`src/hw/rtl/bmp24_pkg.sv`:
```
`default_nettype none
// ----------------------------------------------------------------------------
// bmp24_pkg
// Shared types, constants and helpers of the bmp24 pixel stream decoder.
// ----------------------------------------------------------------------------
package bmp24_pkg;

  localparam logic [15:0] BMP_SIG      = 16'h4D42;
  localparam logic [15:0] BMP_DEPTH    = 16'd24;
  localparam logic [31:0] HDR_BYTES    = 32'd34;
  localparam logic [31:0] POS_SIG      = 32'd1;
  localparam logic [31:0] POS_OFFSET   = 32'd13;
  localparam logic [31:0] POS_WIDTH    = 32'd21;
  localparam logic [31:0] POS_HEIGHT   = 32'd25;
  localparam logic [31:0] POS_PLANES   = 32'd27;
  localparam logic [31:0] POS_DEPTH    = 32'd29;
  localparam logic [31:0] POS_COMPRESS = 32'd33;

  localparam logic KIND_HEADER = 1'b0;
  localparam logic KIND_PIXEL  = 1'b1;

  localparam logic [1:0] REG_SCREEN_W = 2'd0;
  localparam logic [1:0] REG_SCREEN_H = 2'd1;
  localparam logic [1:0] REG_ORIGIN_X = 2'd2;
  localparam logic [1:0] REG_ORIGIN_Y = 2'd3;

  typedef struct packed {
    logic [7:0] file_byte;
    logic       end_of_file;
  } in_item_t;

  typedef struct packed {
    logic               kind;
    logic               header_ok;
    logic signed [15:0] image_width;
    logic signed [15:0] image_height;
    logic [11:0]        pixel_x;
    logic [11:0]        pixel_y;
    logic [15:0]        pixel_color;
  } out_item_t;

  // classified item passed from parser to emitter, coordinates image-relative
  typedef struct packed {
    logic               kind;
    logic               ok;
    logic signed [15:0] w;
    logic signed [15:0] h;
    logic [15:0]        col;
    logic [15:0]        row;
    logic [15:0]        color;
  } ev_t;

  typedef struct packed {
    logic [11:0]        screen_w;
    logic [11:0]        screen_h;
    logic signed [15:0] origin_x;
    logic signed [15:0] origin_y;
  } cfg_t;

  function automatic logic [15:0] sat16(input logic signed [31:0] v);
    logic [15:0] r;
    if (v > 32'sd32767) r = 16'h7FFF;
    else if (v < -32'sd32768) r = 16'h8000;
    else r = v[15:0];
    return r;
  endfunction

endpackage

`default_nettype wire

```
`src/hw/rtl/bmp24_parse.sv`:
```
`default_nettype none
// ----------------------------------------------------------------------------
// bmp24_parse
// Header parser and row walker: turns file bytes into header and pixel items.
// ----------------------------------------------------------------------------
module bmp24_parse import bmp24_pkg::*; #(
  parameter int MAX_DIM = 4096
) (
  input  wire logic     clk,
  input  wire logic     rst_n,
  input  wire logic     in_valid,
  output logic          in_ready,
  input  wire in_item_t in_data,
  input  wire logic     space,
  output logic          push,
  output ev_t           ev
);

  localparam int DW  = $clog2(MAX_DIM + 1);
  localparam int RBW = $clog2(MAX_DIM * 3 + 4);

  logic [31:0]        pos_r, shift_r, offs_r;
  logic signed [15:0] bw_r, bh_r;
  logic               bup_r, acc_r, big_r;
  logic [DW-1:0]      frow_r, irow_r, col_r;
  logic [RBW-1:0]     rb_r, db_r, rs_r;
  logic [1:0]         k_r;
  logic [7:0]         blue_r, green_r;

  logic [31:0]        pos_nxt, shift_nxt, offs_nxt;
  logic signed [15:0] bw_nxt, bh_nxt;
  logic               bup_nxt, acc_nxt, big_nxt;
  logic [DW-1:0]      frow_nxt, irow_nxt, col_nxt;
  logic [RBW-1:0]     rb_nxt, db_nxt, rs_nxt;
  logic [1:0]         k_nxt;
  logic [7:0]         blue_nxt, green_nxt;

  logic               take, ev_valid, in_hdr, pix_mode;
  logic [7:0]         b;
  logic signed [32:0] raw;
  logic [RBW:0]       rb_inc, w3, rs_sum;

  assign in_ready = space;
  assign take     = in_valid && space;
  assign push     = take && ev_valid;
  assign b        = in_data.file_byte;
  assign in_hdr   = pos_r < HDR_BYTES;
  assign pix_mode = !in_hdr && acc_r && !big_r && !bw_r[15] && (bw_r != 16'sd0) &&
                    !bh_r[15] && (bh_r != 16'sd0) && (offs_r >= HDR_BYTES) &&
                    (pos_r >= offs_r) && ({{(16-DW){1'b0}}, frow_r} < bh_r);
  assign rb_inc   = {1'b0, rb_r} + 1'b1;
  assign w3       = (RBW+1)'({2'b00, bw_r} + {1'b0, bw_r, 1'b0});
  assign rs_sum   = (w3 + 2'd3) & ~(RBW+1)'(3);

  always_comb begin
    pos_nxt = pos_r; shift_nxt = shift_r; offs_nxt = offs_r;
    bw_nxt = bw_r; bh_nxt = bh_r; bup_nxt = bup_r; acc_nxt = acc_r; big_nxt = big_r;
    frow_nxt = frow_r; irow_nxt = irow_r; col_nxt = col_r;
    rb_nxt = rb_r; db_nxt = db_r; rs_nxt = rs_r; k_nxt = k_r;
    blue_nxt = blue_r; green_nxt = green_r;
    ev_valid = 1'b0;
    ev = '0;
    raw = '0;
    if (in_hdr) begin
      shift_nxt = {b, shift_r[31:8]};
      raw = {shift_nxt[31], shift_nxt};
      if (pos_r == POS_SIG) begin
        acc_nxt = shift_nxt[31:16] == BMP_SIG;
      end else if (pos_r == POS_OFFSET) begin
        offs_nxt = shift_nxt;
      end else if (pos_r == POS_WIDTH && acc_r) begin
        bw_nxt = sat16(shift_nxt);
        if (raw > 33'(MAX_DIM)) big_nxt = 1'b1;
      end else if (pos_r == POS_HEIGHT && acc_r) begin
        bh_nxt  = sat16(shift_nxt);
        bup_nxt = !shift_nxt[31];
        if (raw > 33'(MAX_DIM) || raw < -33'(MAX_DIM)) big_nxt = 1'b1;
      end else if (pos_r == POS_PLANES) begin
        if (shift_nxt[31:16] != 16'd1) acc_nxt = 1'b0;
      end else if (pos_r == POS_DEPTH) begin
        if (shift_nxt[31:16] != BMP_DEPTH) acc_nxt = 1'b0;
      end else if (pos_r == POS_COMPRESS) begin
        if (shift_nxt != 32'd0) acc_nxt = 1'b0;
        if (acc_nxt && bh_r[15]) begin
          bh_nxt = (bh_r == 16'sh8000) ? 16'sh7FFF : -bh_r;
        end
        ev_valid = 1'b1;
        ev.kind  = KIND_HEADER;
        ev.ok    = acc_nxt;
        ev.w     = bw_r;
        ev.h     = bh_nxt;
        // set up the row walker for the pixel data
        db_nxt   = RBW'(w3);
        rs_nxt   = RBW'(rs_sum);
        irow_nxt = bup_r ? DW'(bh_nxt - 16'sd1) : '0;
      end
    end else if (pix_mode) begin
      if ({1'b0, rb_r} < {1'b0, db_r}) begin
        case (k_r)
          2'd0: begin
            blue_nxt = b;
            k_nxt    = 2'd1;
          end
          2'd1: begin
            green_nxt = b;
            k_nxt     = 2'd2;
          end
          default: begin
            ev_valid = 1'b1;
            ev.kind  = KIND_PIXEL;
            ev.ok    = 1'b1;
            ev.w     = bw_r;
            ev.h     = bh_r;
            ev.col   = 16'(col_r);
            ev.row   = 16'(irow_r);
            ev.color = {b[7:3], green_r[7:2], blue_r[7:3]};
            k_nxt    = 2'd0;
            col_nxt  = col_r + 1'b1;
          end
        endcase
      end
      rb_nxt = RBW'(rb_inc);
      if (rb_inc >= {1'b0, rs_r}) begin
        rb_nxt   = '0;
        k_nxt    = 2'd0;
        col_nxt  = '0;
        frow_nxt = frow_r + 1'b1;
        irow_nxt = bup_r ? irow_r - 1'b1 : irow_r + 1'b1;
      end
    end
    if (in_data.end_of_file) begin
      if (pos_r < POS_COMPRESS) begin
        ev_valid = 1'b1;
        ev       = '0;
      end
      pos_nxt = '0; shift_nxt = '0; offs_nxt = '0;
      bw_nxt = '0; bh_nxt = '0; bup_nxt = 1'b1; acc_nxt = 1'b0; big_nxt = 1'b0;
      frow_nxt = '0; rb_nxt = '0; k_nxt = 2'd0; col_nxt = '0;
      blue_nxt = '0; green_nxt = '0;
    end else if (pos_r != 32'hFFFF_FFFF) begin
      pos_nxt = pos_r + 32'd1;
    end
  end

  always_ff @(posedge clk) begin
    if (!rst_n) begin
      pos_r <= '0; shift_r <= '0; offs_r <= '0;
      bw_r <= '0; bh_r <= '0; bup_r <= 1'b1; acc_r <= 1'b0; big_r <= 1'b0;
      frow_r <= '0; irow_r <= '0; col_r <= '0;
      rb_r <= '0; db_r <= '0; rs_r <= '0; k_r <= 2'd0;
      blue_r <= '0; green_r <= '0;
    end else if (take) begin
      pos_r <= pos_nxt; shift_r <= shift_nxt; offs_r <= offs_nxt;
      bw_r <= bw_nxt; bh_r <= bh_nxt; bup_r <= bup_nxt; acc_r <= acc_nxt;
      big_r <= big_nxt;
      frow_r <= frow_nxt; irow_r <= irow_nxt; col_r <= col_nxt;
      rb_r <= rb_nxt; db_r <= db_nxt; rs_r <= rs_nxt; k_r <= k_nxt;
      blue_r <= blue_nxt; green_r <= green_nxt;
    end
  end

endmodule

`default_nettype wire

```
`src/hw/rtl/bmp24_evq.sv`:
```
`default_nettype none
// ----------------------------------------------------------------------------
// bmp24_evq
// Two-entry queue of classified items between parser and emitter.
// ----------------------------------------------------------------------------
module bmp24_evq import bmp24_pkg::*; (
  input  wire logic clk,
  input  wire logic rst_n,
  input  wire logic push,
  input  wire ev_t  push_data,
  output logic      space,
  input  wire logic pop,
  output logic      head_valid,
  output ev_t       head,
  output logic [1:0] fill
);

  ev_t        mem_r [2];
  logic       wp_r, rp_r, wp_nxt, rp_nxt;
  logic [1:0] cnt_r, cnt_nxt;

  assign space      = cnt_r != 2'd2;
  assign head_valid = cnt_r != 2'd0;
  assign head       = mem_r[rp_r];
  assign fill       = cnt_r;

  always_comb begin
    wp_nxt  = push ? ~wp_r : wp_r;
    rp_nxt  = pop ? ~rp_r : rp_r;
    cnt_nxt = cnt_r + {1'b0, push} - {1'b0, pop};
  end

  always_ff @(posedge clk) begin
    if (!rst_n) begin
      wp_r  <= 1'b0;
      rp_r  <= 1'b0;
      cnt_r <= 2'd0;
    end else begin
      wp_r  <= wp_nxt;
      rp_r  <= rp_nxt;
      cnt_r <= cnt_nxt;
    end
  end

  always_ff @(posedge clk) begin
    if (push) begin
      mem_r[wp_r] <= push_data;
    end
  end

endmodule

`default_nettype wire

```
`src/hw/rtl/bmp24_emit.sv`:
```
`default_nettype none
// ----------------------------------------------------------------------------
// bmp24_emit
// Places items on the screen, drops clipped ones and holds the result register.
// ----------------------------------------------------------------------------
module bmp24_emit import bmp24_pkg::*; (
  input  wire logic clk,
  input  wire logic rst_n,
  input  wire cfg_t cfg,
  input  wire logic head_valid,
  input  wire ev_t  head,
  output logic      pop,
  output logic      out_valid,
  input  wire logic out_ready,
  output out_item_t out_data
);

  logic               out_valid_r, out_valid_nxt;
  out_item_t          out_data_r, out_data_nxt;
  logic signed [16:0] sx, sy, sw, sh;
  logic               quiet, on_screen, visible;

  assign sw = {5'd0, cfg.screen_w};
  assign sh = {5'd0, cfg.screen_h};
  assign sx = 17'(cfg.origin_x) + $signed({1'b0, head.col});
  assign sy = 17'(cfg.origin_y) + $signed({1'b0, head.row});
  assign quiet     = (17'(cfg.origin_x) >= sw) || (17'(cfg.origin_y) >= sh);
  assign on_screen = !sx[16] && (sx < sw) && !sy[16] && (sy < sh);
  assign visible   = !quiet && (head.kind == KIND_HEADER || on_screen);
  // clipped items leave the queue without touching the output register
  assign pop       = head_valid && (!visible || !out_valid_r || out_ready);
  assign out_valid = out_valid_r;
  assign out_data  = out_data_r;

  always_comb begin
    out_valid_nxt = out_valid_r && !out_ready;
    out_data_nxt  = out_data_r;
    if (pop && visible) begin
      out_valid_nxt             = 1'b1;
      out_data_nxt.kind         = head.kind;
      out_data_nxt.header_ok    = head.ok;
      out_data_nxt.image_width  = head.w;
      out_data_nxt.image_height = head.h;
      out_data_nxt.pixel_x      = (head.kind == KIND_PIXEL) ? sx[11:0] : 12'd0;
      out_data_nxt.pixel_y      = (head.kind == KIND_PIXEL) ? sy[11:0] : 12'd0;
      out_data_nxt.pixel_color  = head.color;
    end
  end

  always_ff @(posedge clk) begin
    if (!rst_n) begin
      out_valid_r <= 1'b0;
    end else begin
      out_valid_r <= out_valid_nxt;
    end
  end

  always_ff @(posedge clk) begin
    out_data_r <= out_data_nxt;
  end

endmodule

`default_nettype wire

```
`src/hw/rtl/bmp24_clipped_pixel_stream.sv`:
```
`default_nettype none
// ----------------------------------------------------------------------------
// bmp24_clipped_pixel_stream
// 24-bit BMP byte stream to clipped RGB565 pixel stream with coordinates.
// ----------------------------------------------------------------------------
// One file byte is taken per cycle, sustained, as long as the result side
// keeps up; each byte yields at most one result (the header verdict on byte
// 33, or one on-screen pixel per third data byte). An accepted byte is
// classified and written into the queue, and the queue head is then clipped
// and loaded into the result register. A two-entry queue lets the parser
// run on while a result waits to be taken; the input stalls only while both
// entries are occupied. Clipped pixels drain from the queue at one per cycle
// without using the result register.
module bmp24_clipped_pixel_stream import bmp24_pkg::*; #(
  parameter int MAX_DIM = 4096
) (
  input  wire logic        clk,
  input  wire logic        rst_n,
  input  wire logic        in_valid,
  output logic             in_ready,
  input  wire in_item_t    in_data,
  output logic             out_valid,
  input  wire logic        out_ready,
  output out_item_t        out_data,
  input  wire logic        cfg_we,
  input  wire logic [1:0]  cfg_index,
  input  wire logic [15:0] cfg_wdata
);

  cfg_t       cfg_r, cfg_nxt;
  logic       space, push, pop, head_valid;
  ev_t        ev, head;
  logic [1:0] fill;

  always_comb begin
    cfg_nxt = cfg_r;
    if (cfg_we) begin
      case (cfg_index)
        REG_SCREEN_W: cfg_nxt.screen_w = cfg_wdata[11:0];
        REG_SCREEN_H: cfg_nxt.screen_h = cfg_wdata[11:0];
        REG_ORIGIN_X: cfg_nxt.origin_x = cfg_wdata;
        REG_ORIGIN_Y: cfg_nxt.origin_y = cfg_wdata;
        default:      cfg_nxt = cfg_r;
      endcase
    end
  end

  always_ff @(posedge clk) begin
    if (!rst_n) begin
      cfg_r.screen_w <= 12'd96;
      cfg_r.screen_h <= 12'd64;
      cfg_r.origin_x <= '0;
      cfg_r.origin_y <= '0;
    end else begin
      cfg_r <= cfg_nxt;
    end
  end

  bmp24_parse #(.MAX_DIM(MAX_DIM)) u_parse (
    .clk      (clk),
    .rst_n    (rst_n),
    .in_valid (in_valid),
    .in_ready (in_ready),
    .in_data  (in_data),
    .space    (space),
    .push     (push),
    .ev       (ev)
  );

  bmp24_evq u_evq (
    .clk        (clk),
    .rst_n      (rst_n),
    .push       (push),
    .push_data  (ev),
    .space      (space),
    .pop        (pop),
    .head_valid (head_valid),
    .head       (head),
    .fill       (fill)
  );

  bmp24_emit u_emit (
    .clk        (clk),
    .rst_n      (rst_n),
    .cfg        (cfg_r),
    .head_valid (head_valid),
    .head       (head),
    .pop        (pop),
    .out_valid  (out_valid),
    .out_ready  (out_ready),
    .out_data   (out_data)
  );

  a_fill_bound: assert property (@(posedge clk) disable iff (!rst_n)
    fill != 2'd3) else $error("queue fill out of range");

  a_pixel_clip: assert property (@(posedge clk) disable iff (!rst_n)
    out_valid && out_data.kind == KIND_PIXEL |->
      out_data.pixel_x < cfg_r.screen_w && out_data.pixel_y < cfg_r.screen_h &&
      out_data.header_ok) else $error("emitted pixel outside screen");

  a_header_zero: assert property (@(posedge clk) disable iff (!rst_n)
    out_valid && out_data.kind == KIND_HEADER |->
      out_data.pixel_x == 12'd0 && out_data.pixel_y == 12'd0 &&
      out_data.pixel_color == 16'd0) else $error("header result carries pixel data");

endmodule

`default_nettype wire
```
`config.mk`:
```
export PLATFORM = sky130hd
export DESIGN_NAME = bmp24_clipped_pixel_stream
export DESIGN_NICKNAME = d
export VERILOG_FILES = /design/src/hw/rtl/bmp24_pkg.sv /design/src/hw/rtl/bmp24_parse.sv /design/src/hw/rtl/bmp24_evq.sv /design/src/hw/rtl/bmp24_emit.sv /design/src/hw/rtl/bmp24_clipped_pixel_stream.sv
export SDC_FILE = /design/constraint.sdc
export NUM_CORES = 1
export LEC_CHECK = 0
export ABC_CLOCK_PERIOD_IN_PS = 19800
export BUFFER_PORTS_ARGS = -buffer_cell sky130_fd_sc_hd__buf_2
export CAP_MARGIN = 15
export CELL_PAD_IN_SITES_DETAIL_PLACEMENT = 1
export CELL_PAD_IN_SITES_GLOBAL_PLACEMENT = 2
export CORE_ASPECT_RATIO = 1.75
export CORE_UTILIZATION = 29
export DETAILED_ROUTE_END_ITERATION = 6
export GPL_TIMING_DRIVEN = 0
export PLACE_DENSITY_LB_ADDON = 0.2
export SLEW_MARGIN = 20
export SYNTH_ARGS = -nofsm -noshare
export SYNTH_HDL_FRONTEND = slang
export SYNTH_SLANG_ARGS = --single-unit
```
`constraint.sdc`:
```
create_clock -name clk -period 19.8 [get_ports clk]
set_input_delay 0 -clock clk [delete_from_list [all_inputs] [get_ports clk]]
set_output_delay 0 -clock clk [all_outputs]
set_load 0.02 [all_outputs]
```
== Yosys cells after proc, flatten, opt, wreduce, memory -nomap -nowiden ==
Memories as Yosys holds them, arrays and structs flattened. A register that Yosys moved wholly into a read port is not among the register bits.
Cells that the tools add are included.

* Register bits: 363
* Memory bits (read-only): 0
* Memories: 1
* Input bits: 32
* Output and inout bits: 76
* Word-level logic and storage cells: 331
* Memory bits (writable): 164
* Latch bits: 0

{| class="wikitable"
|+ Memories
! name !! depth !! bits a word !! read ports !! clocked after memory_dff !! write ports !! line !! source
|-
| u_evq.mem_r || 2 || 82 || 1 || 1 || 1 || bmp24_evq.sv:18 || <nowiki>ev_t mem_r [2];</nowiki>
|}

* Bitwise gates (word level): 9
* Shifts and indexed selects: 0
* Multiply operators: 0
* Order comparisons: 15
* $add $sub $neg: 14
* Mux-type cells: 142
* Reductions and logical operators: 81
* Equality and inequality tests: 37
* Div/mod/pow operators: 0

{| class="wikitable"
|+ Operators with widths
! cell !! number
|-
| $mux 16 || 26
|-
| $mux 82 || 5
|-
| $mux 13 || 22
|-
| $mux 32 || 8
|-
| $mux 34 || 7
|-
| $eq 32x5->1 const B || 4
|-
| $mux 8 || 10
|-
| $lt 32x6->1 const B || 2
|-
| $mux 14 || 4
|-
| $mux 1 || 52
|-
| $mux 48 || 1
|-
| $add 13x1->13 const B || 3
|-
| $add 16x17->17 || 2
|-
| $lt 17x13->1 || 2
|-
| $mux 33 || 1
|-
| $add 32x1->32 const B || 1
|-
| $eq 32x1->1 const B || 1
|-
| $eq 32x4->1 const B || 1
|-
| $eq 32x6->1 const B || 1
|-
| $ge 16x13->1 || 2
|-
| $ge 32x32->1 || 1
|-
| $ge 32x6->1 const B || 1
|-
| $gt 32x14->1 const B || 1
|-
| $gt 32x16->1 const B || 1
|-
| other kinds (48) || 139
|}

== Logic depth before layout (Yosys ltp) ==
Gate-level depths: netlist (run 1).

* Word-level depth: 30
* Depth in mapped cells: 27
* Mapped depth without buffers: 25

== Hierarchy ==
A second synthesis (run 1) with hierarchy kept.

* Cells, all modules: 2780
* Area, all modules: 27973.1 sq um

{| class="wikitable"
|+ By module, submodules not included
! module !! instances !! area an instance (sq um) !! cells each !! seq. area each (sq um)
|-
| bmp24_parse || 1 || 14099.8 || 1817 || 4304.1
|-
| bmp24_evq || 1 || 6545.0 || 276 || 5024.8
|-
| bmp24_emit || 1 || 5237.5 || 482 || 2242.2
|-
| bmp24_clipped_pixel_stream || 1 || 2090.8 || 205 || 1121.1
|}

== Worst setup path after synthesis (run 1) ==
Ideal clock, no wire load.

* Path type: register to register
* Start point: register with a tool-made name
* End point: register u_emit.out_data_r, in the netlist u_emit.out_data[0] (enable)
* Data required time: 19.188 ns
* Path slack: 8.950 ns
* Path buffers: 2
* Cell stages (with the launch flop): 21
* Library setup time: 0.612 ns
* Period minus slack after synthesis: 10.850 ns
* Data arrival time: 10.237 ns
* Cell sequence: dfxtp_1 > buf_1 > clkbuf_1 > mux2_2 > ha_1 > fa_1 > a21o_1 > a211oi_1 > nor2_1 > or4_1 > a31o_2 > a21oi_1 > xnor2_1 > ha_1 > or4_1 > nor4_1 > o211ai_1 > nor4_1 > nand4_1 > o22ai_1 > nor3b_1

{| class="wikitable"
|+ RTL lines
! element !! line !! source
|-
| to (signal assigned) || bmp24_emit.sv:59 || <nowiki>out_data_r <= out_data_nxt;</nowiki>
|-
| to (decl) || bmp24_emit.sv:19 || <nowiki>out_item_t out_data_r, out_data_nxt;</nowiki>
|}

==> impl_metrics.env, run 1 <==
export IMPL_crit_slowest_cell="buf_1"
export IMPL_die_y_um=399
export IMPL_route_vias_total=21259
export IMPL_synthArstFlopShare_pct=0
export IMPL_required_ns=20.14
export IMPL_start_kind="register"
export IMPL_placedInstanceArea_um2=28300
export IMPL_clk_pin_slew_worst_paths_ns=0.06
export IMPL_holdWs_ns=0.169
export IMPL_critical_path_top_delay_family="simple AND/OR/NAND/NOR gates"
export IMPL_cp_arrival_ns=8.90
export IMPL_gp_congestion=0.944
export IMPL_grt_max_degree=26
export IMPL_setup_slack_ns=11.24
export IMPL_drv_cap=0
export IMPL_powerDensity_nw_per_um2=93.2
export IMPL_htreeDepth=2
export IMPL_synth_area_leaders="edfxtp_1 (26%), dfxtp_1 (21%), ha_1 (8.7%), nor2_1 (4.2%), a21oi_1 (4.1%)"
export IMPL_die_area_um2=91100
export IMPL_tns_ns=0
export IMPL_fp_dieW_um=229
export IMPL_fin_skew_ns=0.0256
export IMPL_yosysMostFrequentCell="nor2_1"
export IMPL_tightest_slew_ns=1.11
export IMPL_syn_area_per_cell_um2=9.63
export IMPL_place_hpwl_um=76400
export IMPL_yosys_area_top_type_share_pct=26.0
export IMPL_syn_inst=2707
export IMPL_postCtsSetupRepairBufs=0
export IMPL_ys_warn_count=0
export IMPL_clock_sinks=503
export IMPL_vdd_drop_max_v=0.0000643
export IMPL_synth_edf_count=226
export IMPL_finalHoldViolCount=0
export IMPL_drc=0
export IMPL_cts_tree="built"
export IMPL_port_buffers=106
export IMPL_r2r_slack_ns=11.24
export IMPL_worstSkewPairLatency_ns=0.65
export IMPL_fmax_mhz=117
export IMPL_drtAntennaViolNets=0
export IMPL_min_path_type="in2reg"
export IMPL_firstDrtPassIters=5
export IMPL_grt_pass1_wl_um=143000
export IMPL_core_um2=89100
export IMPL_p_total_mw=2.84
export IMPL_area_delta_synth_final_pct=16.8
export IMPL_cts_hold_buf=32
export IMPL_start_util_pct=29.3
export IMPL_drv_slew=0
export IMPL_nFillCells=10175
export IMPL_finalSetupViolCount=0
export IMPL_hp_start="cfg_wdata[15]"
export IMPL_synth_seq_cells=503
export IMPL_grt_pass1_vias=23289
export IMPL_synth_cell_area_um2=26100
export IMPL_critPathCaptureType="register"
export IMPL_finalCriticalPeriod_ns=8.56
export IMPL_antenna_found_initial=0
export IMPL_critPathBufInv=6
export IMPL_io_pins=108
export IMPL_synth_top_area_cell="edfxtp_1"
export IMPL_synth_cells_most_frequent="nor2_1 (291), dfxtp_1 (277), nand2_1 (253)"
export IMPL_fin_crit_sh_pct=43.3
export IMPL_cts_buffers=53
export IMPL_viasPerCell=5.14
export IMPL_cts_resized=0
export IMPL_status="finished clean"
export IMPL_dpl_worst_slack_ns=11.14
export IMPL_nets=3134
export IMPL_ys_seq_area_share_pct=47.3
export IMPL_drive_above_1_share_pct=10.9
export IMPL_relSlewSlack_pct=25.1
export IMPL_overflow=0
export IMPL_p_leak_nw=11.3
export IMPL_finalWirelength_um=95300
export IMPL_synth_nets=2924
export IMPL_synthDistinctLibCells=74
export IMPL_synthFlopType="dfxtp_1"
export IMPL_critical_path_class="reg2reg"
export IMPL_routedWlPerCell_um=23.0
export IMPL_fin_area_um2=30500
export IMPL_slowest_delay_ns=0.78
export IMPL_cp_common_cell="buf_4"
export IMPL_drtIter0Drc=839
export IMPL_rsz0062_at_grt="false"
export IMPL_grt_usage_pct=20.8
export IMPL_rows=145
export IMPL_root_buffer="clkbuf_16"
export IMPL_crit_chain="buf_1 > clkbuf_1 > mux2_2 > ha_1 > fa_1 > a21o_1 > a211oi_1 > nor2_1 > or4_1 > a31o_2 > a21oi_1 > xnor2_1 > ha_1 > or4_1 > nor4_1 > o211ai_1 > nor4_1 > nand4_1 > o22ai_1 > nor3b_2 > buf_4 > buf_4 > buf_4 > buf_4"
export IMPL_crit_fanout=11
export IMPL_clockBufferDepth=3
logic make-up (layout without fill, tap and decap cells):
group	after synthesis	in the layout	share of synthesized area (%)
and+or+nand+nor	958	958	17.6
AOI/OAI and AO/OA	612	612	15.2
adders and majority gates	185	185	8.99
buffers and inverters	259	512	3.75
xor gates and xnor gates	105	105	3.53
other	0	1	0
DFF	503	503	47.3
muxes	85	85	3.62
routing by layer:
layer / global-route usage (%) / part of all wire, %
met3: 1.87 / 1.9
met4: 10.1 / 5.0
met1: 20.1 / 36
met2: 43.1 / 57
met5: 0 / 0
flip-flops by register name (all words and copies together), names as in the netlist, 13 cells and up, named ones only:
name	cells
u_parse.shift_r	24
cfg_r	56
u_parse.rb_r	14
u_parse.offs_r	32
u_parse.irow_r	13
u_parse.bw_r	16
u_parse.frow_r	13
u_parse.pos_r	32
u_parse.bh_r	16
u_emit.out_data	74
u_evq.mem_r	152
u_parse.col_r	13
u_parse.db_r	14
tightest hold or removal path: stages:
cell and delay [ns]:
dlygate4sd3_1 0.53, buf_2 0.13, nand2_1 0.05, a21oi_1 0.05
cells in the final DEF, fill, tap and decap left out, drive strengths merged, types with 73 or more instances in the layout:
cell type | netlist | final
inv | 137 | 141
and2 | 73 | 73
dfxtp | 277 | 277
ha | 181 | 181
a22oi | 76 | 76
nor2 | 293 | 293
o21ai | 99 | 99
buf | 11 | 134
a21oi | 211 | 211
nand2 | 254 | 254
edfxtp | 226 | 226
mux2 | 75 | 75
clkbuf | 111 | 174
final timing paths:
check,depth (start not counted),to
worst max-delay path,24,u_emit.out_data[55]$_DFFE_PP_
worst min register to register,2,u_parse.db_r[1]$_SDFFE_PN0P_
worst max register to register,24,u_emit.out_data[55]$_DFFE_PP_
worst min-delay path,4,cfg_r[15]$_SDFFE_PN0P_
metrics by stage:
step | cells | util (%)
2_1_floorplan | 2707 | -
3_3_place_gp | 3989 | 31.5
3_5_place_dp | 4006 | 31.8
4_1_cts | 4136 | 34.2
5_1_grt | 4136 | 34.2
6_report | 4137 | 34.2
area by class of cell:
cell class                 count  area (um^2)  area share (%)
buffer                       122          467            1.53
antenna                        1         2.50         0.00822
inverter                     137          514            1.69
tap                         1176         1470            4.83
timing repair buffer         155         1070            3.52
clock inverter                35          398            1.31
sequential                   503        12300            40.5
multi-input combinational   1945        12800            42.0
clock buffer                  63         1400            4.58
where the power goes:
| group | switching, mW | leakage (nW) | internal, mW |
|---|---|---|---|
| clock | 0.456 | 0.866 | 0.599 |
| sequential | 0.0275 | 4.39 | 1.17 |
| combinational | 0.368 | 6.02 | 0.218 |
No activity file was read; power rests on OpenSTA's default activity.
==> run 2: changes to the inputs <==
- ABC_CLOCK_PERIOD_IN_PS: 19800 -> 7300
- clock period: 19.8 -> 7.3 ns (I/O delays scaled with it)
==> impl_metrics.env, run 2 (synthesis gave the netlist of run 1 again) <==
export IMPL_status="finished clean"
export IMPL_fin_skew_ns=0.0240
export IMPL_cp_arrival_ns=7.59
export IMPL_p_leak_nw=11.3
export IMPL_vdd_drop_max_v=0.000160
export IMPL_die_y_um=399
export IMPL_port_buffers=106
export IMPL_start_kind="register"
export IMPL_cts_tree="built"
export IMPL_critPathBufInv=3
export IMPL_grt_pass1_wl_um=143000
export IMPL_area_delta_synth_final_pct=17.1
export IMPL_fp_dieW_um=229
export IMPL_final_common_cell="nor2_1"
export IMPL_critical_path_top_delay_family="simple AND/OR/NAND/NOR gates"
export IMPL_crit_fanout=10
export IMPL_utilization_pct=34.3
export IMPL_htreeDepth=2
export IMPL_nets=3133
export IMPL_start_util_pct=29.3
export IMPL_worstSkewPairLatency_ns=0.64
export IMPL_die_area_um2=91100
export IMPL_critPathCaptureType="register"
export IMPL_grt_pass1_vias=23039
export IMPL_crit_slowest_cell="or4_1"
export IMPL_viasPerCell=5.15
export IMPL_finalHoldViolCount=0
export IMPL_worst_r2r_cell_count=25
export IMPL_drv_slew=0
export IMPL_clk_pin_slew_worst_paths_ns=0.07
export IMPL_gp_congestion=0.949
export IMPL_tightest_slew_ns=1.09
export IMPL_fin_area_um2=30500
export IMPL_rows=145
export IMPL_grt_max_degree=26
export IMPL_firstDrtPassIters=5
export IMPL_drive_above_1_share_pct=11.0
export IMPL_critical_path_class="reg2reg"
export IMPL_fmax_mhz=141
export IMPL_finalCriticalPeriod_ns=7.11
export IMPL_clockBufferDepth=3
export IMPL_powerDensity_nw_per_um2=254
export IMPL_cp_common_cell="ha_1"
export IMPL_largest_reg_flops=152
export IMPL_required_ns=7.78
export IMPL_cp_num_cells=25
export IMPL_r2r_slack_ns=0.19
export IMPL_grt_usage_pct=20.8
export IMPL_route_vias_total=21318
export IMPL_routedWlPerCell_um=23.1
export IMPL_drv_cap=0
export IMPL_relSlewSlack_pct=27.1
export IMPL_drc=0
export IMPL_p_total_mw=7.76
export IMPL_place_hpwl_um=76300
export IMPL_antenna_found_initial=0
export IMPL_largest_register="u_evq.mem_r"
export IMPL_cts_buffers=53
export IMPL_drtIter0Drc=928
export IMPL_antennaDiodeCount=0
export IMPL_finalWirelength_um=95400
export IMPL_slowest_delay_ns=0.52
export IMPL_layout_common_cells="nor2_1 (289), dfxtp_1 (276), nand2_1 (253)"
export IMPL_finalSetupViolCount=0
export IMPL_root_buffer="clkbuf_16"
export IMPL_overflow=0
export IMPL_drtAntennaViolNets=0
export IMPL_core_um2=89100
export IMPL_rsz0062_at_grt="false"
export IMPL_clock_sinks=503
export IMPL_io_pins=108
export IMPL_min_path_type="in2reg"
export IMPL_fin_crit_sh_pct=97.3
export IMPL_whs_path_depth=4
export IMPL_placedInstanceArea_um2=28300
[run 2: what timing repair did]
item,CTS,global route
setup buffers,2,0
endpoints found under the hold margin,97,0
resized for setup,11,3
hold buffers,33,0
setup endpoints to repair,79,75
[run 2: worst reg2reg max path, cell delays in order (launching register included)]
cell,delay [ns]
dfxtp_2,0.45
buf_4,0.32
clkbuf_4,0.35
mux2_2,0.42
ha_1,0.24
fa_1,0.42
a21o_1,0.20
a211oi_1,0.29
nor2_1,0.10
or4_1,0.46
a31o_2,0.26
a21oi_1,0.17
xnor2_1,0.13
ha_1,0.21
or4_1,0.52
nor4_4,0.38
o211ai_1,0.19
nor4_1,0.40
nand4_1,0.18
o31a_1,0.36
ha_1,0.30
inv_1,0.04
ha_1,0.17
xor2_1,0.18
xnor2_1,0.16
nor2_1,0.06
[run 2: cell type report]
type | instances | area (um^2)
buffer | 122 | 474
clock buffer | 67 | 1440
clock inverter | 33 | 385
fill | 10162 | 58500
inverter | 137 | 514
multi-input combinational | 1945 | 12800
sequential | 503 | 12300
tap | 1176 | 1470
timing repair buffer | 154 | 1100
[run 2: final timing paths]
| kind | startpoint | end |
|---|---|---|
| min | cfg_wdata[15] | cfg_r[15]$_SDFFE_PN0P_ |
| min reg2reg | cfg_r[34]$_SDFFE_PN0P_ | cfg_r[34]$_SDFFE_PN0P_ |
| max reg2reg | register | u_evq.fill[1]$_SDFF_PN0_ |
| max | register | u_evq.fill[1]$_SDFF_PN0_ |
[run 2: metrics by stage]
| step | hold slack (ns) | cells | worst slack, ns | TNS, ns |
|---|---|---|---|---|
| floorplan | 0.126 | 2707 | 0.122 | 0 |
| global placement | 0.271 | 3989 | -3.72 | -628.71 |
| detailed placement | 0.274 | 4002 | -1.70 | -118.37 |
| CTS | 0.135 | 4137 | 0.0903 | 0 |
| global route | 0.182 | 4137 | 0.00122 | 0 |
| finish | 0.175 | 4137 | 0.194 | 0 |
[run 2: metal layers]
metal | share of wire (%) | track usage (%) | up-vias
met5 | 0 | 0 | -
met3 | 2.1 | 1.95 | 167
met1 | 36 | 20.4 | 10623
met2 | 57 | 43.1 | 338
met4 | 4.6 | 9.38 | 0
li1 | - | - | 10190
[run 2: where the power goes]
group | total (mW) | internal, mW | switching [mW]
combinational | 1.62 | 0.605 | 1.01
sequential | 3.25 | 3.17 | 0.0742
clock | 2.89 | 1.66 | 1.23
